==> config.mk <==
export PLATFORM = sky130hd
export DESIGN_NAME = ffa_controller
export DESIGN_NICKNAME = d
export VERILOG_FILES = /design/src/ffa_pkg.sv /design/src/ffa_controller.sv
export SDC_FILE = /design/constraint.sdc
export NUM_CORES = 1
export LEC_CHECK = 0
export ABC_CLOCK_PERIOD_IN_PS = 1300
export BUFFER_PORTS_ARGS = -buffer_cell sky130_fd_sc_hd__buf_2
export CAP_MARGIN = 5
export CORE_AREA = 10 10 47 49
export CTS_CLUSTER_SIZE = 25
export DETAILED_ROUTE_END_ITERATION = 12
export DIE_AREA = 0 0 57 59
export PLACE_DENSITY = 0.67
export SETUP_SLACK_MARGIN = 0.5
export SLEW_MARGIN = 5
export SYNTH_ARGS = -nofsm -noshare
export SYNTH_HDL_FRONTEND = slang
export SYNTH_SLANG_ARGS = --single-unit
==> constraint.sdc <==
create_clock -name aclk -period 1.3 [get_ports aclk]
set_input_delay 0.13 -clock aclk [delete_from_list [all_inputs] [get_ports aclk]]
set_output_delay 0.13 -clock aclk [all_outputs]
set_load 0.01 [all_outputs]
==> src/ffa_pkg.sv <==
// Shared types and constants for the first-fit free-list allocator.
// Used by the controller, the datapath and the top level; no dependencies.
`default_nettype none
package ffa_pkg;
    // arena size in header units and bytes per unit; the datapath link and size widths are fixed at 12 and 13 bits
    localparam int ARENA_UNITS = 4096;
    localparam int UNIT_BYTES  = 16;

    localparam logic CMD_ALLOC   = 1'b0;
    localparam logic CMD_RELEASE = 1'b1;

    localparam logic [1:0] ST_GRANTED  = 2'd0;
    localparam logic [1:0] ST_RELEASED = 2'd1;
    localparam logic [1:0] ST_ZERO     = 2'd2;
    localparam logic [1:0] ST_OOM      = 2'd3;

    typedef enum logic [4:0] {
        S_IDLE,
        S_ARD0, S_ARD1, S_ACHK,
        S_PLINK0, S_PLINK1, S_PCHK,
        S_PNEXT0, S_PNEXT1, S_PMRG1,
        S_PCUR0, S_PCUR1, S_PMRG2,
        S_ARES,
        S_OUT
    } state_t;

    // controller -> datapath
    typedef struct packed {
        logic load;      // capture input word
        logic a_start;   // alloc walk start: cur := rover, prev := rover, read link(rover)
        logic a_rd;      // step cur to the returned link
        logic a_check;   // evaluate cur header
        logic p_start;   // placement start
        logic p_rd;      // read link(cur)
        logic p_check;   // evaluate placement step
        logic p_rdnext;  // read header of nxt and blk
        logic p_merge1;  // merge with upper neighbor
        logic p_rdcur;   // read header of cur
        logic p_merge2;  // merge with lower neighbor
    } cmd_t;

    // datapath -> controller
    typedef struct packed {
        logic is_release;
        logic rel_null;
        logic zero_size;
        logic fit;         // current block fits (alloc done)
        logic wrap;        // walk back at rover
        logic oom;         // claim does not fit or walk runaway
        logic runaway;     // allocation walk has run past its step limit
        logic place_found; // placement position reached
        logic from_alloc;  // placement was started by an allocation claim
    } stat_t;
endpackage
`default_nettype wire

==> src/ffa_controller.sv <==
// Controller: sequences the allocation walk, placement and result handshake.
// Depends on ffa_pkg.
`default_nettype none
module ffa_controller (
    input  wire logic          aclk,
    input  wire logic          aresetn,
    input  wire logic          in_valid,
    output logic               in_ready,
    output logic               out_valid,
    input  wire logic          out_ready,
    input  wire ffa_pkg::stat_t stat,
    output ffa_pkg::cmd_t      cmd
);
    ffa_pkg::state_t state_reg, state_next;

    always_ff @(posedge aclk) begin
        if (!aresetn) state_reg <= ffa_pkg::S_IDLE;
        else state_reg <= state_next;
    end

    always_comb begin
        state_next = state_reg;
        cmd = '0;
        in_ready = 1'b0;
        out_valid = 1'b0;
        case (state_reg)
            ffa_pkg::S_IDLE: begin
                in_ready = 1'b1;
                if (in_valid) begin
                    cmd.load = 1'b1;
                    state_next = ffa_pkg::S_ARD0;
                end
            end
            ffa_pkg::S_ARD0: begin
                if (stat.is_release) begin
                    state_next = stat.rel_null ? ffa_pkg::S_OUT : ffa_pkg::S_PLINK0;
                    cmd.p_start = !stat.rel_null;
                end else if (stat.zero_size) begin
                    state_next = ffa_pkg::S_OUT;
                end else begin
                    cmd.a_start = 1'b1;
                    state_next = ffa_pkg::S_ARD1;
                end
            end
            ffa_pkg::S_ARD1: begin
                // link of cur (rover, or the wrapped block on resume) is on the read port: step cur to it
                cmd.a_rd = 1'b1;
                state_next = ffa_pkg::S_ACHK;
            end
            ffa_pkg::S_ACHK: begin
                // wait for the registered read of the cur header
                state_next = ffa_pkg::S_PCUR0;
            end
            ffa_pkg::S_PCUR0: begin
                cmd.a_check = 1'b1;
                if (stat.fit || stat.oom) state_next = ffa_pkg::S_OUT;
                else if (stat.wrap) begin
                    cmd.p_start = 1'b1;
                    state_next = ffa_pkg::S_PLINK0;
                end else state_next = ffa_pkg::S_ACHK;
            end
            ffa_pkg::S_PLINK0: begin
                cmd.p_rd = 1'b1;
                state_next = ffa_pkg::S_PCHK;
            end
            ffa_pkg::S_PCHK: begin
                cmd.p_check = 1'b1;
                state_next = stat.place_found ? ffa_pkg::S_PNEXT0 : ffa_pkg::S_PLINK0;
            end
            ffa_pkg::S_PNEXT0: begin
                cmd.p_rdnext = 1'b1;
                state_next = ffa_pkg::S_PNEXT1;
            end
            ffa_pkg::S_PNEXT1: begin
                // hold the nxt address so its header is on the port at merge
                cmd.p_rdnext = 1'b1;
                state_next = ffa_pkg::S_PMRG1;
            end
            ffa_pkg::S_PMRG1: begin
                cmd.p_merge1 = 1'b1;
                state_next = ffa_pkg::S_PCUR1;
            end
            ffa_pkg::S_PCUR1: begin
                cmd.p_rdcur = 1'b1;
                state_next = ffa_pkg::S_PLINK1;
            end
            ffa_pkg::S_PLINK1: state_next = ffa_pkg::S_PMRG2;
            ffa_pkg::S_PMRG2: begin
                cmd.p_merge2 = 1'b1;
                // after a claim the walk continues unless it has run away
                if (stat.from_alloc && !stat.runaway) state_next = ffa_pkg::S_ARES;
                else state_next = ffa_pkg::S_OUT;
            end
            ffa_pkg::S_ARES: begin
                // read the link of the wrapped block after the merge writes
                state_next = ffa_pkg::S_ARD1;
            end
            ffa_pkg::S_OUT: begin
                out_valid = 1'b1;
                if (out_ready) state_next = ffa_pkg::S_IDLE;
            end
            default: state_next = ffa_pkg::S_IDLE;
        endcase
    end

`ifndef SYNTHESIS
    a_in_idle: assert property (@(posedge aclk) disable iff (!aresetn)
        in_ready |-> state_reg == ffa_pkg::S_IDLE) else $error("ready outside idle");
    a_excl: assert property (@(posedge aclk) disable iff (!aresetn)
        !(in_ready && out_valid)) else $error("ready with result pending");
    a_out_hold: assert property (@(posedge aclk) disable iff (!aresetn)
        out_valid && !out_ready |=> out_valid) else $error("result dropped");
`endif
endmodule
`default_nettype wire

Word-level counts from Yosys, hierarchy flattened
Cells that the tools add are included.
Storage, ports and cells
  output and inout port bits: 13
  bits in registers: 5
  logic and storage cells: 53
Operators by class
  equality and inequality tests: 16
  reductions and logical operators: 7
  muxes and demuxes: 29
Operators by type and width (count)
  5-bit one-hot mux with 15 select lines: 1
  5-bit by 4-bit equality test with 1-bit output (second input constant): 7
  5-bit by 3-bit equality test with 1-bit output (second input constant): 4
  5-bit two-way mux: 4
  1-bit two-way mux: 18
  5-bit by 2-bit equality test with 1-bit output (second input constant): 2
  4-bit two-way mux: 2
  5-bit by 1-bit equality test with 1-bit output (second input constant): 1
  5-bit logical NOT: 1
  2-bit two-way mux: 2
  2-bit != test (second input constant): 2
  3-bit two-way mux: 1
  1-bit logical NOT: 2
  1-bit one-hot mux with 2 select lines: 1
  2-bit AND reduction: 1
  2-bit OR reduction: 1
  1-bit logical AND: 1
  1-bit logical OR: 1

Depth between registers and ports, before layout
Gate-level depths: netlist (run 1).
  depth after elaboration: 4
  mapped depth: 5
  mapped depth without buffers: 4

Worst setup path after synthesis (run 1)
Ideal clock, no wire load.
  kind: reg-to-output
  start point: register state_reg[1]
  end point: output port cmd[6] in the netlist's numbering
  data arrival time: 0.998 ns
  cell stages (with the launch flop): 6
  slack: 0.172 ns
  required time: 1.170 ns
  path through: dfxtp_1 -> clkbuf_8 -> nand2b_1 -> nor2_1 -> nand2_1 -> a21oi_1
RTL lines
  from (decl): RTL line ffa_controller.sv:14  | ffa_pkg::state_t state_reg, state_next;
  from (signal assigned): RTL line ffa_controller.sv:17  | if (!aresetn) state_reg <= ffa_pkg::S_IDLE;
  from (signal assigned): RTL line ffa_controller.sv:18  | else state_reg <= state_next;
  to (decl): RTL line ffa_controller.sv:12  | output ffa_pkg::cmd_t cmd

==> metrics.md, run 1 <==
| Metric | Value |
|---|---|
| Failing checks | `negative setup slack` |
| Clock root cell | `clkbuf_4` |
| Largest register FFs | `4` |
| H-tree Lvls | `1` |
| Async SR Flop Fraction | `0` |
| Antenna violations before repair | `0` |
| CTS tree | `built` |
| Layout area overhead | `102%` |
| Critical path class | `reg -> out` |
| Worst slack at placement | `0.0888 ns` |
| Setup-failing EPs final | `3` |
| Final hold vios | `0` |
| Hold path endpoint | `state_reg[1]` |
| Total Routed Length | `2040 µm` |
| Max stage delay on crit path | `0.39 ns` |
| Crit path from | `state_reg[3]` |
| Fillers | `109` |
| PortBufs | `25` |
| Max-slew violations | `0` |
| Slowest cell on crit path | `dfxtp_4` |
| Mapped cell area | `484 µm²` |
| IR drop worst, VDD | `0.00108 V` |
| Worst R2R Setup Slack | `-0.02 ns` |
| P per Cell Area | `2260 nW/µm²` |
| Critical path depth | `5` |
| Clock net sink count | `4` |
| Max Cap Violations | `0` |
| Final min period | `1.36 ns` |
| Data required, critical path | `1.17 ns` |
| Period utilisation layout | `1.04` |
| Worst reg2reg startpoint | `state_reg[1]` |
| Synth Area per Inst | `6.63 µm²` |
| CP Launch Type | `register` |
| Initial Util | `0.346` |
| Critical Path AT | `1.23 ns` |
| Fmax | `0.737 GHz` |
| Net Count, Synth | `86` |
| Yosys cell types | `31` |
| Synth Flop Type | `dfxtp_1` |
| Gr usage total | `0.117` |
| CP bufs+invs | `2` |
| DR vias | `691` |
| Setup ws final | `-0.0569 ns` |
| R2r worst-path depth | `6` |
| DIE HEIGHT | `59 µm` |
| Crit-path cells | `inv_2, nor2_1, nand2_1, a21oi_2, buf_2` |
| Crit-path max FO | `7` |
| Row count | `14` |
| Via density | `5.23` |
| Slew margin rel. | `0.746` |
| Hold Crit Start | `out_ready` |
| CTS max path bufs | `2` |
| Antenna cells | `0` |
| Hold slack final | `0.187 ns` |
| Area taken by multi-input logic gates | `497 µm²` |
| Outcome | `finished, violations left` |
| Clk_lat worst skew | `0.25 ns` |
| Nets | `130` |
| First-pass GRT wire length | `3190 µm` |
| Worst Skew | `0.00190 ns` |
| CP Capture Type | `primary output` |
| Share of cells above drive strength 1 | `0.707` |
| Worst-margin pin slew | `0.380 ns` |
| Post-synth EDFFs | `0` |
| Dpl hpwl | `1250 µm` |
| Vias in the first global route | `708` |
| Ys Warns | `0` |
| Iter 0 DRT Violations | `5` |
| Hold path cells | `3` |
| Unrepaired setup endpoints after global routing | `true` |
| GPL Wtd Cong | `0.755` |
| FF+latch area | `95.1 µm²` |
| Post-Synthesis Cells | `73` |
| Pin count of the biggest net entering global routing | `12` |
| I/O Pins | `26` |
| Drt drc | `0` |
| R2r endpoint | `state_reg[2]` |
| Yosys reg bits | `4` |
| Overflow after GRT | `0` |
| Wire length per cell | `15.5 µm` |
| HP Class | `in -> reg` |
| TritonCTS Buffers | `3` |
| Core Footprint | `1400 µm²` |
| Die width | `57 µm` |
| Overall Power | `2.20 mW` |
| Die area | `3360 µm²` |
| Initial DRT Pass Iterations | `4` |
| P_leak | `0.417 nW` |
| Clock transition at path regs | `0.04 ns` |
| Seq/Total Area, Yosys | `0.165` |
| Final ANT Viol Nets | `0` |
| Critical path's top delay family | `flip-flops` |
## layer usage
metal	share of wire	wire length, µm	up-vias	GRT usage
met5	0	0	-	0
met2	0.53	1080	25	0.191
met4	0.029	59	0	0.107
met1	0.38	767	314	0.119
li1	-	-	347	-
met3	0.067	137	5	0.0365
## repair_timing
action                     CTS  global route
resized for setup           21            12
setup buffers               13             3
pin swaps                    5             5
hold buffers                 0             0
setup endpoints to repair   17            17
## layout by cell type (no fill, tap or decap), drive strengths merged, types with 2 or more instances in the layout
cell type,n
a211oi,2
a21oi,2
and3,2
buf,43
clkbuf,4
dfxtp,4
inv,3
nand2,9
nand2b,3
nand3b,2
nor2,15
nor2b,2
nor3,3
nor3b,4
o21ai,5
## per-stage QoR
step                       util  setup TNS (ns)  instance area (µm²)  cells
final                     0.697         -0.0950                  977    132
after global routing      0.697          -0.412                  977    132
after CTS                 0.640         -0.0574                  897    129
after detailed placement  0.484               0                  678    112
after global placement    0.484               0                  678    112
after floorplan               -               0                  568     73
## cell usage after synthesis (all sizes together) (2+ instances only)
| cell type | count | area (µm²) |
|---|---|---|
| a211oi | 2 | 15.0 |
| a21oi | 2 | 10.0 |
| and3 | 2 | 12.5 |
| buf | 2 | 18.8 |
| clkbuf | 2 | 27.5 |
| dfxtp | 4 | 80.1 |
| inv | 3 | 11.3 |
| nand2 | 9 | 33.8 |
| nand2b | 3 | 18.8 |
| nand3b | 2 | 15.0 |
| nor2 | 15 | 56.3 |
| nor2b | 2 | 12.5 |
| nor3 | 3 | 15.0 |
| nor3b | 4 | 30.0 |
| o21ai | 5 | 25.0 |
## cells by family (layout without fill, tap and decap cells)
group / Yosys count / after routing / share of synthesized area
flip-flops: 4 / 4 / 0.165
AND/OR/NAND/NOR: 45 / 45 / 0.478
AO/OA/AOI/OAI: 17 / 17 / 0.238
buffers and inverters: 7 / 50 / 0.119
## cell type report
cell class	instances	area share
clock buffer	4	0.0269
inverter	3	0.0115
multi-input combinational	62	0.508
sequential	4	0.0973
tap	16	0.0205
timing repair buffer	43	0.335
## power by group
part | internal (mW) | switching [mW]
Combinational | 0.885 | 0.792
Sequential | 0.211 | 0.137
Clock | 0.116 | 0.0640
Total | 1.21 | 0.993
## worst reg2reg max path, delay by kind of cell (launching register included)
family          cells  cell delay (ns)
buf+inv             2             0.23
compound gates      2             0.35
simple gates        2             0.25
flops               1             0.39
## worst max-delay path by stage
stage	to
finish	cmd[6]
global route	cmd[6]
CTS	cmd[6]
detailed placement	state_reg[1]
global placement	state_reg[1]
floorplan	state_reg[2]
(Power assumes the default switching activity.)
==> run 2, diff against run 1 <==
--- a/config.mk
+++ b/config.mk
@@ -5,14 +5,15 @@
 export SDC_FILE = /design/constraint.sdc
 export NUM_CORES = 1
 export LEC_CHECK = 0
-export ABC_CLOCK_PERIOD_IN_PS = 1300
+export ABC_AREA = 1
+export ABC_CLOCK_PERIOD_IN_PS = 1700
 export BUFFER_PORTS_ARGS = -buffer_cell sky130_fd_sc_hd__buf_2
 export CAP_MARGIN = 5
 export CORE_AREA = 10 10 47 49
 export CTS_CLUSTER_SIZE = 25
 export DETAILED_ROUTE_END_ITERATION = 12
 export DIE_AREA = 0 0 57 59
-export PLACE_DENSITY = 0.67
+export PLACE_DENSITY = 0.69
 export SETUP_SLACK_MARGIN = 0.5
 export SLEW_MARGIN = 5
 export SYNTH_ARGS = -nofsm -noshare
==> constraint.sdc (replaced) <==
create_clock -name aclk -period 1.7 [get_ports aclk]
set_input_delay 0.17 -clock aclk [delete_from_list [all_inputs] [get_ports aclk]]
set_output_delay 0.17 -clock aclk [all_outputs]
set_load 0.01 [all_outputs]
==> metrics.md, run 2 <==
| Metric | Value |
|---|---|
| Layout Cell Area excl Fill | `883 µm²` |
| Nets | `160` |
| Largest register FFs | `4` |
| CTS max path bufs | `2` |
| Overall Power | `1.30 mW` |
| Yosys cell types | `13` |
| Antenna cells | `0` |
| Initial DRT Pass Iterations | `4` |
| Iter 0 DRT Violations | `10` |
| Outcome | `finished clean` |
| Setup TNS | `0 ns` |
| HP Class | `in -> reg` |
| Layout area overhead | `73.5%` |
| Row count | `14` |
| Synth Area per Inst | `4.76 µm²` |
| Fmax | `0.735 GHz` |
| Total Routed Length | `2020 µm` |
| Fillers | `134` |
| Core Footprint | `1400 µm²` |
| Crit-path cells | `buf_4, nor2_4, nand2_2, o22ai_2, buf_2` |
| Die area | `3360 µm²` |
| Most frequently used cell type in the post-synthesis netlist | `nand2_1` |
| Mapped cell area | `509 µm²` |
| DR vias | `783` |
| Overflow after GRT | `0` |
| Final ANT Viol Nets | `0` |
| DP Area | `643 µm²` |
| First-pass GRT wire length | `2980 µm` |
| Dpl hpwl | `1300 µm` |
| Synth top cells by count | `nand2_1, nor2_1, inv_1` |
| DIE HEIGHT | `59 µm` |
| Vias in the first global route | `720` |
| Critical path class | `reg -> out` |
| Seq/Total Area, Yosys | `0.157` |
| Gr usage total | `0.107` |
| Most common cell after layout, fill and taps aside | `nand2_1` |
| Synth Flop Type | `dfxtp_1` |
| P per Cell Area | `1470 nW/µm²` |
| GPL Wtd Cong | `0.845` |
| Post-synth top area share | `0.258` |
| Max-slew violations | `0` |
| Data required, critical path | `1.53 ns` |
| Clock net sink count | `4` |
| Clock root cell | `clkbuf_4` |
| Initial Util | `0.363` |
| Antenna violations before repair | `0` |
| TritonCTS Buffers | `3` |
| Slew margin rel. | `0.745` |
| Yosys reg bits | `4` |
| Setup-failing EPs final | `0` |
| I/O Pins | `26` |
| Post-Synthesis Cells | `107` |
| Wire length per cell | `12.6 µm` |
| Critical Path AT | `1.19 ns` |
| Via density | `4.86` |
| Unrepaired setup endpoints after global routing | `true` |
| Hold buffers post-CTS | `0` |
| CP Capture Type | `primary output` |
| Fin cells | `161` |
| Async SR Flop Fraction | `0` |
| PortBufs | `25` |
| Clk_lat worst skew | `0.24 ns` |
| P_leak | `0.545 nW` |
| Worst Skew | `0.00546 ns` |
| Slowest cell on crit path | `dfxtp_4` |
| Die width | `57 µm` |
| Post-synth top area cell | `nand2_1` |
| Post-Place Cells | `147` |
| H-tree Lvls | `1` |
| Final hold vios | `0` |
| Post-synth EDFFs | `0` |
| CTS tree | `built` |
| Final min period | `1.36 ns` |
| Commonest non-fill, non-tap cells in the layout | `nand2_1, buf_2, nor2_1` |
| Max Cap Violations | `0` |
| Ys Warns | `0` |
| Share of cells above drive strength 1 | `0.490` |
| Clock transition at path regs | `0.04 ns` |
| Top cells by area, synth | `nand2_1, nor2_1, dfxtp_1` |
| IR drop worst, VDD | `0.000914 V` |
| Pin count of the biggest net entering global routing | `8` |
| Period utilisation layout | `0.800` |
| Max stage delay on crit path | `0.36 ns` |
| Drt drc | `0` |
| Crit-path max FO | `4` |
| CP Launch Type | `register` |
| Worst-margin pin slew | `0.380 ns` |
| Net Count, Synth | `120` |
[run 2: final timing paths]
| path | from | end | slack [ns] | depth (start not counted) |
|---|---|---|---|---|
| worst max-delay path | state_reg[0] | cmd[6] | 0.34 | 5 |
| worst min register to register | state_reg[1] | state_reg[0] | 0.72 | 4 |
| worst max register to register | state_reg[0] | state_reg[3] | 0.47 | 9 |
| worst min-delay path | aresetn | state_reg[2] | 0.18 | 3 |
[run 2: kinds of logic (layout without fill, tap and decap cells)]
logic type | count (synthesis) | count (layout) | share of synthesized area
buffers and inverters | 22 | 60 | 0.177
AO/OA/AOI/OAI | 4 | 4 | 0.0491
flip-flops | 4 | 4 | 0.157
AND/OR/NAND/NOR | 77 | 77 | 0.617
[run 2: routing by layer]
layer / up-vias / wire (µm) / share of wire / global-route usage
li1: 397 / - / - / -
met1: 361 / 752 / 0.37 / 0.106
met2: 21 / 1140 / 0.57 / 0.202
met3: 4 / 99 / 0.049 / 0.0258
met4: 0 / 25 / 0.012 / 0.0537
met5: - / 0 / 0 / 0
[run 2: through the flow]
step                      worst slack, ns   util  hold WS (ns)
after floorplan                     0.596      -         0.268
after global placement              0.456  0.459         0.408
after detailed placement            0.424  0.459         0.418
after CTS                           0.356  0.568         0.183
after global routing                0.286  0.630         0.212
final                               0.340  0.630         0.180
[run 2: worst max-delay path: cells and delay by family, from the launching register on]
kind,cells,cell delay [ns]
flops,1,0.36
simple gates,2,0.21
buf+inv,2,0.29
compound gates,1,0.11
[run 2: area by class of cell]
| class | instances | area (µm²) | share of cell area |
|---|---|---|---|
| repair buffers | 36 | 228 | 0.258 |
| inverters | 21 | 81.3 | 0.0921 |
| multi-input cells | 81 | 437 | 0.494 |
| well taps | 16 | 20.0 | 0.0227 |
| clock buffers | 3 | 22.5 | 0.0255 |
| flip-flops and latches | 4 | 95.1 | 0.108 |
[run 2: report_power, final]
part / leakage, nW / internal, mW / switching (mW)
Clock: 0.0138 / 0.0791 / 0.0402
Sequential: 0.0356 / 0.155 / 0.0748
Combinational: 0.496 / 0.406 / 0.545
[run 2: repair_timing]
action                                 4_1_cts  5_1_grt
buffers inserted                             7        4
pin swaps                                    5       15
endpoints found under the hold margin        0        0
resized for setup                           28       17
gates cloned                                 0        0
setup endpoints to repair                   15       17
==> run 3, diff against run 2 <==
--- a/config.mk
+++ b/config.mk
@@ -6,7 +6,7 @@
 export NUM_CORES = 1
 export LEC_CHECK = 0
 export ABC_AREA = 1
-export ABC_CLOCK_PERIOD_IN_PS = 1700
+export ABC_CLOCK_PERIOD_IN_PS = 1300
 export BUFFER_PORTS_ARGS = -buffer_cell sky130_fd_sc_hd__buf_2
 export CAP_MARGIN = 5
 export CORE_AREA = 10 10 47 49
==> constraint.sdc (replaced) <==
create_clock -name aclk -period 1.3 [get_ports aclk]
set_input_delay 0.13 -clock aclk [delete_from_list [all_inputs] [get_ports aclk]]
set_output_delay 0.13 -clock aclk [all_outputs]
set_load 0.01 [all_outputs]
==> metrics.md, run 3 (synthesis results as in run 2) <==
| Metric | Value |
|---|---|
| Via density | `4.70` |
| TritonCTS Buffers | `3` |
| Layout area overhead | `99.8%` |
| CTS max path bufs | `2` |
| Post-route core utilization | `0.726` |
| Unrepaired setup endpoints after global routing | `true` |
| PortBufs | `25` |
| Most common cell after layout, fill and taps aside | `nand2_1` |
| Fillers | `115` |
| Sequential share of power | `0.156` |
| Clk_lat worst skew | `0.24 ns` |
| Net Switching | `1.04 mW` |
| DP Area | `723 µm²` |
| R2r worst-path depth | `10` |
| Die area | `3360 µm²` |
| Setup-failing EPs final | `3` |
| Outcome | `finished, violations left` |
| HP Class | `in -> reg` |
| Max Cap Violations | `0` |
| P_int | `1.09 mW` |
| Crit path from | `state_reg[1]` |
| Overall Power | `2.14 mW` |
| Final min period | `1.37 ns` |
| Nets | `164` |
| Clock net sink count | `4` |
| Hold buffers post-CTS | `0` |
| H-tree Lvls | `1` |
| Wire length per cell | `13.0 µm` |
| Critical path depth | `5` |
| Clock transition at path regs | `0.04 ns` |
| Slew margin rel. | `0.793` |
| Layout Cell Area excl Fill | `1020 µm²` |
| Period utilisation layout | `1.05` |
| Dpl hpwl | `1400 µm` |
| Gr usage total | `0.125` |
| CTS tree | `built` |
| CP Launch Type | `register` |
| FF+latch area | `95.1 µm²` |
| Largest register FFs | `4` |
| Critical path class | `reg -> out` |
| Fin cells | `166` |
| Iter 0 DRT Violations | `16` |
| Worst R2R Setup Slack | `0.01 ns` |
| Antenna violations before repair | `0` |
| Antenna cells | `0` |
| Worst-margin pin slew | `0.309 ns` |
| Vias in the first global route | `818` |
| Sw Ratio | `0.489` |
| Total Routed Length | `2160 µm` |
| Initial DRT Pass Iterations | `4` |
| Hold slack final | `0.124 ns` |
| Post-Place Cells | `147` |
| CP Capture Type | `primary output` |
| Clock power share | `0.082` |
| Data required, critical path | `1.17 ns` |
| Core Footprint | `1400 µm²` |
| Die width | `57 µm` |
| First-pass GRT wire length | `3420 µm` |
| P_leak | `0.597 nW` |
| Worst slack at placement | `0.127 ns` |
| Max-slew violations | `0` |
| Overflow after GRT | `0` |
| Fmax | `0.731 GHz` |
| Drt drc | `0` |
| Initial Util | `0.363` |
| Hold path cells | `3` |
| Final hold vios | `0` |
| Worst reg2reg startpoint | `state_reg[0]` |
| Logic pwr share | `0.763` |
| Area taken by multi-input logic gates | `487 µm²` |
| Final ANT Viol Nets | `0` |
| CP bufs+invs | `2` |
| DIE HEIGHT | `59 µm` |
| GPL Wtd Cong | `0.850` |
| Failing checks | `negative setup slack` |
| Hold Crit Start | `aresetn` |
| Slowest cell on crit path | `dfxtp_4` |
| R2r endpoint | `state_reg[2]` |
| Critical path's top delay family | `flip-flops` |
| I/O Pins | `26` |
| Setup TNS | `-0.0885 ns` |
| Pin count of the biggest net entering global routing | `7` |
| Critical Path AT | `1.24 ns` |
| Share of cells above drive strength 1 | `0.567` |
| DR vias | `780` |
| Worst Skew | `0.00256 ns` |
| P per Cell Area | `2100 nW/µm²` |
| Max stage delay on crit path | `0.39 ns` |
| Hold path endpoint | `state_reg[2]` |
| Crit-path cells | `inv_2, nor2_2, nand2_2, o22ai_2, buf_2` |
| Clock root cell | `clkbuf_4` |
| Row count | `14` |
| IR drop worst, VDD | `0.00160 V` |
| Setup ws final | `-0.0675 ns` |
| Commonest non-fill, non-tap cells in the layout | `nand2_1, buf_2, nor2_1` |
| Crit-path max FO | `6` |
[run 3: changes by cell type in the layout (fill, tap and decap cells not counted), sizes merged]
cell,before,now
buf,36,40
clkbuf,3,4
[run 3: worst register-to-register path: stages, from the launching register on]
cell	delay, ns
dfxtp_4	0.39
inv_8	0.06
nor2_4	0.15
nand2_2	0.10
buf_6	0.13
buf_4	0.13
nor2_4	0.07
nor2_2	0.04
nand3_1	0.08
nand2_1	0.05
inv_1	0.04
[run 3: worst max path at each step]
stage | to
after CTS | cmd[6]
after global placement | cmd[6]
after global routing | cmd[6]
final | cmd[6]
after detailed placement | cmd[6]
after floorplan | state_reg[1]
[run 3: per-layer routing]
metal	global-route usage	vias to the layer above	routed length (µm)
met2	0.234	21	1170
met5	0	-	0
li1	-	408	-
met4	0.0906	0	80
met3	0.0386	9	127
met1	0.111	342	778
[run 3: cell type report]
type / count / share of cell area
clock buffers: 4 / 0.0258
inverters: 21 / 0.0898
repair buffers: 40 / 0.293
flip-flops and latches: 4 / 0.0935
well taps: 16 / 0.0197
multi-input cells: 81 / 0.478
[run 3: power groups by stage]
stage | Combinational (mW) | Sequential, mW | Clock [mW]
finish | 1.63 | 0.332 | 0.175
CTS | 1.48 | 0.319 | 0.184
global placement | 0.897 | 0.281 | 0
global route | 1.75 | 0.343 | 0.193
floorplan | 0.694 | 0.259 | 0
detailed placement | 0.910 | 0.284 | 0
[run 3: what timing repair did]
item	in CTS	in global routing
resized for setup	28	12
setup buffers	14	1
endpoints found under the hold margin	0	0
endpoints found under the setup margin	17	17
pin swaps	11	6
